<file path="config.mk">
export PLATFORM = sky130hd
export DESIGN_NAME = hms_square_unit
export DESIGN_NICKNAME = d
export VERILOG_FILES = /design/src/rtl/core/hms_pkg.sv /design/src/rtl/core/hms_square_unit.sv
export SDC_FILE = /design/constraint.sdc
export NUM_CORES = 1
export LEC_CHECK = 0
export ABC_AREA = 1
export BUFFER_PORTS_ARGS = -buffer_cell sky130_fd_sc_hd__buf_2
export CORE_MARGIN = 2
export CORE_UTILIZATION = 53
export DETAILED_ROUTE_END_ITERATION = 12
export MAX_ROUTING_LAYER = met4
export PLACE_DENSITY = 0.8
export SYNTH_ARGS = -nofsm -noshare
export SYNTH_HDL_FRONTEND = slang
export SYNTH_SLANG_ARGS = --single-unit
</file>
<file path="constraint.sdc">
create_clock -name vclk -period 6.71
set_input_delay 0.3355 -clock vclk [all_inputs]
set_output_delay 0.3355 -clock vclk [all_outputs]
set_load 0.1 [all_outputs]
</file>
<file path="src/rtl/core/hms_pkg.sv">
// ----------------------------------------------------------------------------
// hms_pkg
// Shared widths, operation codes and types for the height map hill stamper.
// ----------------------------------------------------------------------------
package hms_pkg;

    localparam int OP_W       = 2;
    localparam int COORD_IN_W = 6;
    localparam int RADIUS_W   = 8;
    localparam int SQUARE_W   = 2 * RADIUS_W;
    localparam int HEIGHT_W   = 32;
    localparam int SCALED_W   = 13;
    localparam int SIDE_CFG_W = 7;

    // operation codes
    localparam logic [OP_W-1:0] OP_CLEAR = 2'd0;
    localparam logic [OP_W-1:0] OP_STAMP = 2'd1;
    localparam logic [OP_W-1:0] OP_READ  = 2'd2;

    localparam logic [SIDE_CFG_W-1:0] SIDE_CFG_RESET = 7'd64;
    localparam logic [HEIGHT_W-1:0]   MAX_HEIGHT     = 32'hFFFF_FFFF;
    localparam logic [SCALED_W-1:0]   SCALE_TOP      = 13'd5120;

    // quotient bits of the scale division, one per step
    localparam int DIV_STEPS  = SCALED_W;
    localparam int DIV_CNT_W  = 4;

    typedef struct packed {
        logic busy;
        logic done;
    } hms_div_status_t;

endpackage

</file>
<file path="src/rtl/core/hms_square_unit.sv">
// ----------------------------------------------------------------------------
// hms_square_unit
// Shared squarer for radius and row and column distances.
// ----------------------------------------------------------------------------
module hms_square_unit (
    input  logic [hms_pkg::RADIUS_W-1:0] operand,
    output logic [hms_pkg::SQUARE_W-1:0] square
);
    import hms_pkg::*;

    assign square = SQUARE_W'(operand) * SQUARE_W'(operand);
endmodule

</file>
=== Yosys cells after proc, flatten, opt, wreduce, memory -nomap -nowiden ===
Index checks and enable logic that the tools add are counted.

* Input bits: 8
* Output and inout bits: 16
* Word-level logic and storage cells: 1
* Bits in registers: 0

* Multiply operators: 1

{| class="wikitable"
|+ Operator list
! operator !! number
|-
| 8-bit by 8-bit multiplier with 16-bit output || 1
|}

=== Longest topological paths before layout ===
* Depth after elaboration: 1
* Gate-level depth with buffers: 20
* Depth with buffers taken out: 19

=== Worst setup path before layout ===
Ideal clock, no wire load.

* Path kind: input -> output
* Start point: input port operand[5] (netlist bit)
* End point: output port square[10] (netlist bit)
* Slack: 1.395 ns
* Data arrival time: 4.980 ns
* Path buffers: 1
* Stages on the path: 17
* Cell sequence: clkbuf_1 -> nand2_1 -> fa_1 -> inv_1 -> fa_1 -> fa_1 -> inv_1 -> fa_1 -> inv_1 -> ha_1 -> nand2_1 -> inv_1 -> nand2_1 -> nand2_1 -> inv_1 -> nand2_1 -> xor2_1

* Word-level cells in the longest chain between the ends: 1

{| class="wikitable"
|+ Ends and longest elaborated chain
! item !! line !! text
|-
| from (decl) || hms_square_unit.sv:6 || <nowiki>input logic [hms_pkg::RADIUS_W-1:0] operand,</nowiki>
|-
| 8-bit by 8-bit multiplier with 16-bit output || hms_square_unit.sv:11 || <nowiki>assign square = SQUARE_W'(operand) * SQUARE_W'(operand);</nowiki>
|-
| to (decl) || hms_square_unit.sv:7 || <nowiki>output logic [hms_pkg::SQUARE_W-1:0] square</nowiki>
|}

Every way passes these cells.

=== Worst setup path in the final report ===
* Start point: input port operand[3] (netlist bit)
* End point: output port square[14] (netlist bit)

Same word-level chain as after synthesis.

==> flow_summary.yaml <==
finish:
  n_fill_cell: 333
  final-seq-area_um2: 0
  num_antenna_cells: 0
  final_common_cell: "inv_1"
  layout-drive-gt1-share_pct: 8.710
  clock_buffers: 0
  area_growth_syn_to_layout_pct: 6.767
  final_cell_mix: "inv_1, nand2_1, ha_1, fa_1, buf_2"
  fin_nets: 375
  seq_cells: 0
yosys:
  synth_top_family_by_area: "adder cells"
  synth_warnings: 0
  synthMuxAreaShare_pct: 0
  synth-compound-area-share_pct: 1.577
  synth_area_leader_cell: "fa_1"
  synthesis.nets: 359
  synth-simple-area-share_pct: 25.23
  synth_cell_types: 19
  synth-xor-area-share_pct: 5.979
  syn-cell-area_um2: 1904
  synth.avg_cell_area_um2: 6.434
  synth_top_area_share_pct: 26.28
  postSynthCellCount: 296
  synth.area.top_cells: "fa_1, ha_1, inv_1"
  ys_seq_area_share_pct: 0
  synth_fa_ha_area_share_pct: 45.99
floorplan:
  ios: 24
  row_count: 21
  core_region_area_um2: 3390
  die_w_um: 63.94
  die-height_um: 63.94
  die_area_um2: 4088
  start_util_pct: 56.18
grt:
  grt_use_total_pct: 19.92
  grt_pass1_wl_um: 6527
  grt_max_degree: 12
  grt_antenna_before_repair: 0
  grt-ovfl-total: 0
  grt_pass1_vias: 1625
critical_path:
  cp_num_buf_inv: 5
  crit_required_ns: 6.37
  start_kind: "input port"
  cp_cell_sequence: "buf_2 > nand2_1 > fa_1 > inv_1 > fa_1 > fa_1 > inv_1 > fa_1 > inv_1 > ha_1 > nand2_1 > nor2_2 > nand3_1 > nand3_1 > nand2_1 > nand2_1 > buf_2"
  cp-startpoint: "operand[3]"
  criticalPathCategory: "in -> out"
  critPathSlowestCell: "fa_1"
  worst_path_largest_cell_delay_ns: 0.54
  cp-end-kind: "output pin"
  cp.arrival_ns: 4.26
  cp_top_family: "adder cells"
  crit_fanout: 9
detailed_routing:
  wl_per_cell_um: 9.635
  first_pass_iters: 4
  vias: 1650
  drcViolationCount: 0
  routed_wl_um: 3430
  vias_per_cell: 4.635
  drt_iter0_drc: 54
  final_antenna_net_count: 0
sta:
  maxSlewViolCount: 0
  setup_tns_ns: 0
  finalSetupViolations: 0
  max_clock_freq_mhz: 217.6
  finalHoldViolCount: 0
  rsz0062_at_grt: "false"
  fin_crit_ns: 4.595
  min_period_over_period_pct: 68.48
placement:
  gp_congestion: 0.8862
  portBuffers: 23
  hpwl_um: 3159
min_path:
  hold_start: "operand[0]"
  holdPathEnd: "square[0]"
  min_path_type: "in -> out"
  whs_path_depth: 2
run_status:
  status: "complete, no violations"
run:
  max_cap_viol_count: 0
clock_network:
  ctsResizeCount: 0
  postCtsSetupRepairBufs: 0
  hold_buffers: 0
## through the flow
stage	cell area, um^2	cells	hold slack [ns]	utilization (%)	setup WS, ns
final	2033	356	1.141	59.99	2.115
after global routing	2033	356	1.149	59.99	1.801
after CTS	2033	356	1.139	59.99	2.131
after global placement	2033	356	1.141	59.99	2.178
after detailed placement	2033	356	1.139	59.99	2.144
after floorplan	1904	296	0.8825	-	1.395
## area by class of cell
class                      instances  area, um^2  area share (%)
multi-input combinational        192        1504           73.97
inverter                          95       356.6           17.54
tap                               46       57.56           2.831
timing repair buffer              23       115.1           5.662
## worst max path at each step
stage | end | slack, ns | cells past startpoint
2_1_floorplan | square[10] | 1.39 | 17
3_3_place_gp | square[11] | 2.18 | 16
3_5_place_dp | square[11] | 2.14 | 16
4_1_cts | square[11] | 2.13 | 16
5_1_grt | square[14] | 1.80 | 19
6_report | square[14] | 2.12 | 17
## synth_stat cells
cell type,instances
a21oi_1,5
buf_2,2
buf_4,2
clkbuf_1,5
conb_1,1
fa_1,25
ha_1,30
inv_1,95
nand2_1,87
nand3_1,10
nand3_2,2
nand4_1,4
nor2_1,11
nor2_2,1
nor3_1,1
o21ai_0,1
or2_2,1
xnor2_1,2
xor2_1,11
## layer usage
metal	track usage [%]	vias up	wire [um]
met5	-	-	0
met4	1.359	0	27
met3	0	4	81
met2	36.33	27	1741
met1	26.09	751	1579
li1	-	868	-
## cell families (layout without fill, tap and decap cells)
logic type      after synthesis  after routing
compound gates                6              6
xor+xnor                     13             13
fa+ha+maj                    55             55
buf+inv                     104            118
other cells                   1              1
simple gates                117            117
Power is left out: the tool's default activity adds up to more than one toggle a clock period on the data nets, which glitch-free logic cannot reach.
