<file path="config.mk">
export PLATFORM = sky130hd
export DESIGN_NAME = hms_divider
export DESIGN_NICKNAME = d
export VERILOG_FILES = /design/src/rtl/core/hms_pkg.sv /design/src/rtl/core/hms_divider.sv
export SDC_FILE = /design/constraint.sdc
export NUM_CORES = 1
export LEC_CHECK = 0
export BUFFER_PORTS_ARGS = -buffer_cell sky130_fd_sc_hd__buf_2
export CORE_MARGIN = 1.5
export CORE_UTILIZATION = 40
export DETAILED_ROUTE_END_ITERATION = 10
export GPL_TIMING_DRIVEN = 1
export SLEW_MARGIN = 20
export SYNTH_ARGS = -nofsm -noshare
export SYNTH_HDL_FRONTEND = slang
export SYNTH_SLANG_ARGS = --single-unit
</file>
<file path="constraint.sdc">
create_clock -name clk -period 7.47 [get_ports clk]
set_clock_uncertainty 0.2 [all_clocks]
set_input_delay 1.494 -clock clk [delete_from_list [all_inputs] [get_ports clk]]
set_output_delay 1.494 -clock clk [all_outputs]
set_load 0.02 [all_outputs]
</file>
<file path="src/rtl/core/hms_pkg.sv">
// ----------------------------------------------------------------------------
// hms_pkg
// Shared widths, operation codes and types for the height map hill stamper.
// ----------------------------------------------------------------------------
package hms_pkg;

    localparam int OP_W       = 2;
    localparam int COORD_IN_W = 6;
    localparam int RADIUS_W   = 8;
    localparam int SQUARE_W   = 2 * RADIUS_W;
    localparam int HEIGHT_W   = 32;
    localparam int SCALED_W   = 13;
    localparam int SIDE_CFG_W = 7;

    // operation codes
    localparam logic [OP_W-1:0] OP_CLEAR = 2'd0;
    localparam logic [OP_W-1:0] OP_STAMP = 2'd1;
    localparam logic [OP_W-1:0] OP_READ  = 2'd2;

    localparam logic [SIDE_CFG_W-1:0] SIDE_CFG_RESET = 7'd64;
    localparam logic [HEIGHT_W-1:0]   MAX_HEIGHT     = 32'hFFFF_FFFF;
    localparam logic [SCALED_W-1:0]   SCALE_TOP      = 13'd5120;

    // quotient bits of the scale division, one per step
    localparam int DIV_STEPS  = SCALED_W;
    localparam int DIV_CNT_W  = 4;

    typedef struct packed {
        logic busy;
        logic done;
    } hms_div_status_t;

endpackage

</file>
<file path="src/rtl/core/hms_divider.sv">
// ----------------------------------------------------------------------------
// hms_divider
// Restoring divider, one quotient bit per cycle, for the height scale factor.
// ----------------------------------------------------------------------------
module hms_divider (
    input  logic                          clk,
    input  logic                          rst_n,
    input  logic                          start,
    input  logic [hms_pkg::HEIGHT_W-1:0]  dividend_hi,
    input  logic [hms_pkg::SCALED_W-1:0]  dividend_lo,
    input  logic [hms_pkg::HEIGHT_W-1:0]  divisor,
    output hms_pkg::hms_div_status_t      status,
    output logic [hms_pkg::SCALED_W-1:0]  quotient
);
    import hms_pkg::*;

    logic                 busy_reg, busy_next;
    logic                 done_reg, done_next;
    logic [DIV_CNT_W-1:0] count_reg, count_next;
    logic [HEIGHT_W-1:0]  rem_reg, rem_next;
    logic [SCALED_W-1:0]  lo_reg, lo_next;
    logic [SCALED_W-1:0]  q_reg, q_next;
    logic [HEIGHT_W-1:0]  divisor_reg, divisor_next;
    logic [HEIGHT_W:0]    trial;
    logic [HEIGHT_W:0]    diff;
    logic                 fits;

    // partial remainder stays below the divisor, so one extra bit suffices
    assign trial = {rem_reg, lo_reg[SCALED_W-1]};
    assign diff  = trial - {1'b0, divisor_reg};
    assign fits  = trial >= {1'b0, divisor_reg};

    always_comb
    begin
        busy_next    = busy_reg;
        done_next    = 1'b0;
        count_next   = count_reg;
        rem_next     = rem_reg;
        lo_next      = lo_reg;
        q_next       = q_reg;
        divisor_next = divisor_reg;
        if (start)
        begin
            busy_next    = 1'b1;
            count_next   = DIV_CNT_W'(DIV_STEPS);
            rem_next     = dividend_hi;
            lo_next      = dividend_lo;
            divisor_next = divisor;
            q_next       = '0;
        end
        else if (busy_reg)
        begin
            rem_next   = fits ? diff[HEIGHT_W-1:0] : trial[HEIGHT_W-1:0];
            lo_next    = {lo_reg[SCALED_W-2:0], 1'b0};
            q_next     = {q_reg[SCALED_W-2:0], fits};
            count_next = count_reg - DIV_CNT_W'(1);
            if (count_reg == DIV_CNT_W'(1))
            begin
                busy_next = 1'b0;
                done_next = 1'b1;
            end
        end
    end

    always_ff @(posedge clk or negedge rst_n)
    begin
        if (!rst_n)
        begin
            busy_reg  <= 1'b0;
            done_reg  <= 1'b0;
            count_reg <= '0;
        end
        else
        begin
            busy_reg  <= busy_next;
            done_reg  <= done_next;
            count_reg <= count_next;
        end
    end

    always_ff @(posedge clk)
    begin
        rem_reg     <= rem_next;
        lo_reg      <= lo_next;
        q_reg       <= q_next;
        divisor_reg <= divisor_next;
    end

    assign status.busy = busy_reg;
    assign status.done = done_reg;
    assign quotient    = q_reg;
endmodule

</file>
# Word level (Yosys, flattened, before mapping)
# Cells that the tools add are included.
# classes
muxes	13
order_cmp	1
addsub	2
reduce_logical	1
eq_ne	1
# op_table
op	count
32-bit 2-to-1 mux	3
33-bit by 32-bit >= comparator with 1-bit output	1
32-bit subtractor	1
13-bit 2-to-1 mux	2
4-bit 2-to-1 mux	2
1-bit 2-to-1 mux	6
4-bit by 1-bit equality test with 1-bit output (second input constant)	1
4-bit by 1-bit subtractor with 4-bit output (second input constant)	1
2-bit nonzero test	1
# totals
word_cells	25
reg_bits	96
input_bits	80
out_inout_bits	15

# Logic depth before layout (Yosys ltp)
# depth
word_depth	4
ltp_mapped	14
ltp_nobuf	13

# Worst setup path before layout
# Ideal clock, no wire load.
# synth_path
kind	register to register
start	register rem_reg[13]
end	register rem_reg[10], data pin
t_required_ps	7010
setup_time_ps	260
stages_incl_launch_ff	11
synth_period_minus_slack_ps	3191
arrival_time_ps	2731
n_path_buf	1
slack_ps	4279
path_cell_list	edfxtp_1 -> ha_1 -> a21oi_1 -> o21a_1 -> a2111o_1 -> a21oi_2 -> nor2_1 -> o21ai_1 -> buf_2 -> mux2_1 -> mux2_2
# synth_via
elab_chain_len	4
# synth_lines
item	line	source
start: declaration	hms_divider.sv:20	logic [HEIGHT_W-1:0] rem_reg, rem_next;
start signal: assignment	hms_divider.sv:83	rem_reg <= rem_next;
33-bit by 32-bit >= comparator with 1-bit output	hms_divider.sv:31	assign fits = trial >= {1'b0, divisor_reg};
32-bit 2-to-1 mux	hms_divider.sv:53	rem_next = fits ? diff[HEIGHT_W-1:0] : trial[HEIGHT_W-1:0];
32-bit 2-to-1 mux	hms_divider.sv:51	else if (busy_reg)
32-bit 2-to-1 mux	hms_divider.sv:42	if (start)
via rem_next[10]	hms_divider.sv:20	
# The timed path passes the listed nets, and every way through them passes these cells. The select of a mux whose other input is x is not followed.
# A chain may end at the register's enable or synchronous reset.

# Worst setup path in the final report
# layout_path
start	register rem_reg[24]
end	register rem_reg[11], data pin
# Same word-level chain as after synthesis.

==> results.sh <==
export IMPL_hold_viol_final=0
export IMPL_die_w_um=123
export IMPL_layout_nets=730
export IMPL_worst_pin_slew_ps=741
export IMPL_p_sw_w=0.000943
export IMPL_synth_flop_cell="edfxtp_1"
export IMPL_worstPathArrival_ps=3770
export IMPL_clock_fmax_ghz=0.259
export IMPL_clockPowerShare_pct=18.2
export IMPL_combPwrFrac_pct=49.4
export IMPL_yosysWarnings=0
export IMPL_period_needed_ps=3860
export IMPL_cp_max_fo=20
export IMPL_drv_slew=0
export IMPL_drt_iter0_markers=191
export IMPL_synthDistinctLibCells=59
export IMPL_rsz0062_at_grt="false"
export IMPL_finalWeightedCongestion=0.900
export IMPL_synth_area_leader_cell="edfxtp_1"
export IMPL_critPathTopFamily="simple AND/OR/NAND/NOR gates"
export IMPL_root_buffer="clkbuf_16"
export IMPL_status="complete, no violations"
export IMPL_slowest_delay_ps=460
export IMPL_yosys_cell_count_top_type="edfxtp_1"
export IMPL_final_util_pct=47.7
export IMPL_critPathKind="flop to flop"
export IMPL_async_flop_share_pct=6.25
export IMPL_vias_per_cell=5.25
export IMPL_cp_num_cells=11
export IMPL_cap_violations=0
export IMPL_grt_max_degree=75
export IMPL_clkLatencyLatePin_ps=370
export IMPL_ant_nets=0
export IMPL_clk_pin_slew_ps=70
export IMPL_hpwl_mm=8.81
export IMPL_critPathSlowestCell="ha_1"
export IMPL_vdd_drop_max_mv=0.146
export IMPL_cp_cell_sequence="ha_1, nand2_1, or3_1, nor2_1, nand3_1, a31oi_1, a2111oi_1, o21ai_2, buf_4, mux2_1, mux2_2"
export IMPL_synthTopCellsByArea="edfxtp_1 40%, ha_1 7.4%, mux2_2 5.9%, dfxtp_1 4.5%, a21oi_1 3.7%"
export IMPL_synth_edf_count=77
export IMPL_wl_per_cell_um=15.2
export IMPL_syn_nets=647
export IMPL_htreeDepth=3
export IMPL_power_density_nw_per_um2=368
export IMPL_post_cts_resized=0
export IMPL_yosys_area_top_type_share_pct=40.2
export IMPL_setup_violations=0
export IMPL_cp_buffers_inverters=1
export IMPL_initial_core_util_pct=41.2
export IMPL_avgSynthCellArea_um2=10.8
export IMPL_yosysSeqAreaShare_pct=47.4
export IMPL_first_pass_iters=4
export IMPL_die_h_um=123
export IMPL_cts_made_buffers=9
export IMPL_grt_overflow=0
export IMPL_relSlewSlack_pct=50.6
export IMPL_syn_to_final_growth_pct=15.6
export IMPL_finalWirelength_mm=12.2
export IMPL_synth_common_cells="77 x edfxtp_1, 43 x a21oi_1, 41 x inv_1"
export IMPL_vias=4200
export IMPL_ctsHoldBuffers=0
export IMPL_dieArea_um2=15100
export IMPL_p_int_w=0.00150
export IMPL_start_kind="flop"
export IMPL_antenna_found_initial=0
export IMPL_pin_count=95
export IMPL_rows=43
export IMPL_p_leak_nw=2.88
export IMPL_grt_pass1_vias=4050
export IMPL_portBuffers=94
export IMPL_swShare_pct=38.6
export IMPL_hold_path_class="flop to flop"
export IMPL_required_ps=7380
export IMPL_setup_tns_ps=0
export IMPL_clockBufferDepth=2
export IMPL_fill_cells=1276
export IMPL_min_period_over_period_pct=51.7
export IMPL_r2r_cells=11
export IMPL_n_antenna_cell=0
export IMPL_critPathCaptureType="flop"
export IMPL_grt_pass1_wl_mm=19.6
export IMPL_p_seq_share_pct=32.4
export IMPL_core_area_um2=13900
export IMPL_cts_setup_buffers=0
export IMPL_grt_use_total_pct=16.9
export IMPL_synth_seq_cells=96
export IMPL_syn_area_um2=5750
export IMPL_cts_tree="built"
export IMPL_remaining_drc_errors=0
export IMPL_syn_inst=532
export IMPL_drive_gt1_share_pct=24.5
export IMPL_numClockSinks=96
export IMPL_hold_depth=2
cell families (layout without fill, tap and decap cells):
| logic type | count (synthesis) | after routing | share of synthesized area (%) |
|---|---|---|---|
| compound gates | 116 | 116 | 12.6 |
| xor+xnor | 26 | 26 | 3.96 |
| fa+ha+maj | 35 | 35 | 7.75 |
| buf+inv | 67 | 155 | 4.70 |
| mux | 61 | 61 | 11.5 |
| simple gates | 131 | 131 | 12.1 |
| flops | 96 | 96 | 47.4 |
final timing paths:
kind,start,to,slack (ps)
max in group asynchronous,rst_n,count_reg[0],6170
max,rem_reg[24],rem_reg[11],3610
min in group asynchronous,rst_n,busy_reg,750
min,quotient[12],quotient[12],310
max reg2reg,rem_reg[24],rem_reg[11],3610
min reg2reg,quotient[12],quotient[12],310
cell usage in the layout (no fill, tap or decap), types with 3 or more instances in the layout:
cell type / n
nand2_1: 32
or2_2: 3
o21ai_1: 4
mux2_2: 30
or3_1: 4
and3_1: 4
edfxtp_1: 77
inv_1: 41
xor2_1: 7
a31oi_1: 4
nand2b_1: 3
mux2i_1: 20
ha_1: 34
dfxtp_1: 13
a21oi_1: 43
nor2b_1: 12
nor3_1: 8
nor4_1: 9
nand3_1: 7
nor2_1: 23
o21bai_1: 4
dfrtp_1: 6
a211oi_1: 6
buf_4: 4
buf_2: 93
clkbuf_16: 9
a21o_1: 11
o221ai_1: 3
o21ai_0: 20
mux2_1: 11
nand4_1: 9
xnor2_1: 19
nor4b_1: 3
per-layer routing:
layer	up-vias	track usage (%)	routed length (um)
met1	1946	22.8	5780
met5	-	0	0
met2	112	26.2	5470
li1	2128	-	-
met4	0	5.52	176
met3	14	4.74	732
through the flow:
stage	setup WS (ps)	instance area, um2	instances	power, W	hold slack, ps
final	3610	6640	800	0.00245	305
after floorplan	4280	5750	532	0.00174	293
after CTS	3630	6640	800	0.00246	314
after detailed placement	3650	6360	784	0.00200	296
after global placement	3720	6360	784	0.00198	271
after global routing	3360	6640	800	0.00263	361
cell type report:
| type | count | area, um2 | share of cell area [%] |
|---|---|---|---|
| inverters | 42 | 158 | 2.37 |
| clock inverters | 7 | 56.3 | 0.847 |
| clock buffers | 9 | 225 | 3.39 |
| well taps | 180 | 225 | 3.39 |
| flip-flops and latches | 96 | 2720 | 41.0 |
| multi-input cells | 369 | 2760 | 41.6 |
| repair buffers | 97 | 495 | 7.46 |
power by group through the flow:
| stage | registers (W) | logic (W) | clock network [W] |
|---|---|---|---|
| floorplan | 0.000788 | 0.000956 | 0 |
| global placement | 0.000799 | 0.00118 | 0 |
| detailed placement | 0.000804 | 0.00120 | 0 |
| CTS | 0.000793 | 0.00120 | 0.000458 |
| global route | 0.000809 | 0.00134 | 0.000478 |
| finish | 0.000792 | 0.00121 | 0.000446 |
worst register-to-register path: cells and delay by family, from the launching register on:
| family | cells | cell delay [ps] |
|---|---|---|
| muxes | 2 | 640 |
| DFF | 1 | 420 |
| adders and majority gates | 1 | 460 |
| AOI/OAI and AO/OA | 3 | 550 |
| buffers and inverters | 1 | 400 |
| and+or+nand+nor | 4 | 940 |
Note: power is estimated with default switching activity, not from simulation.
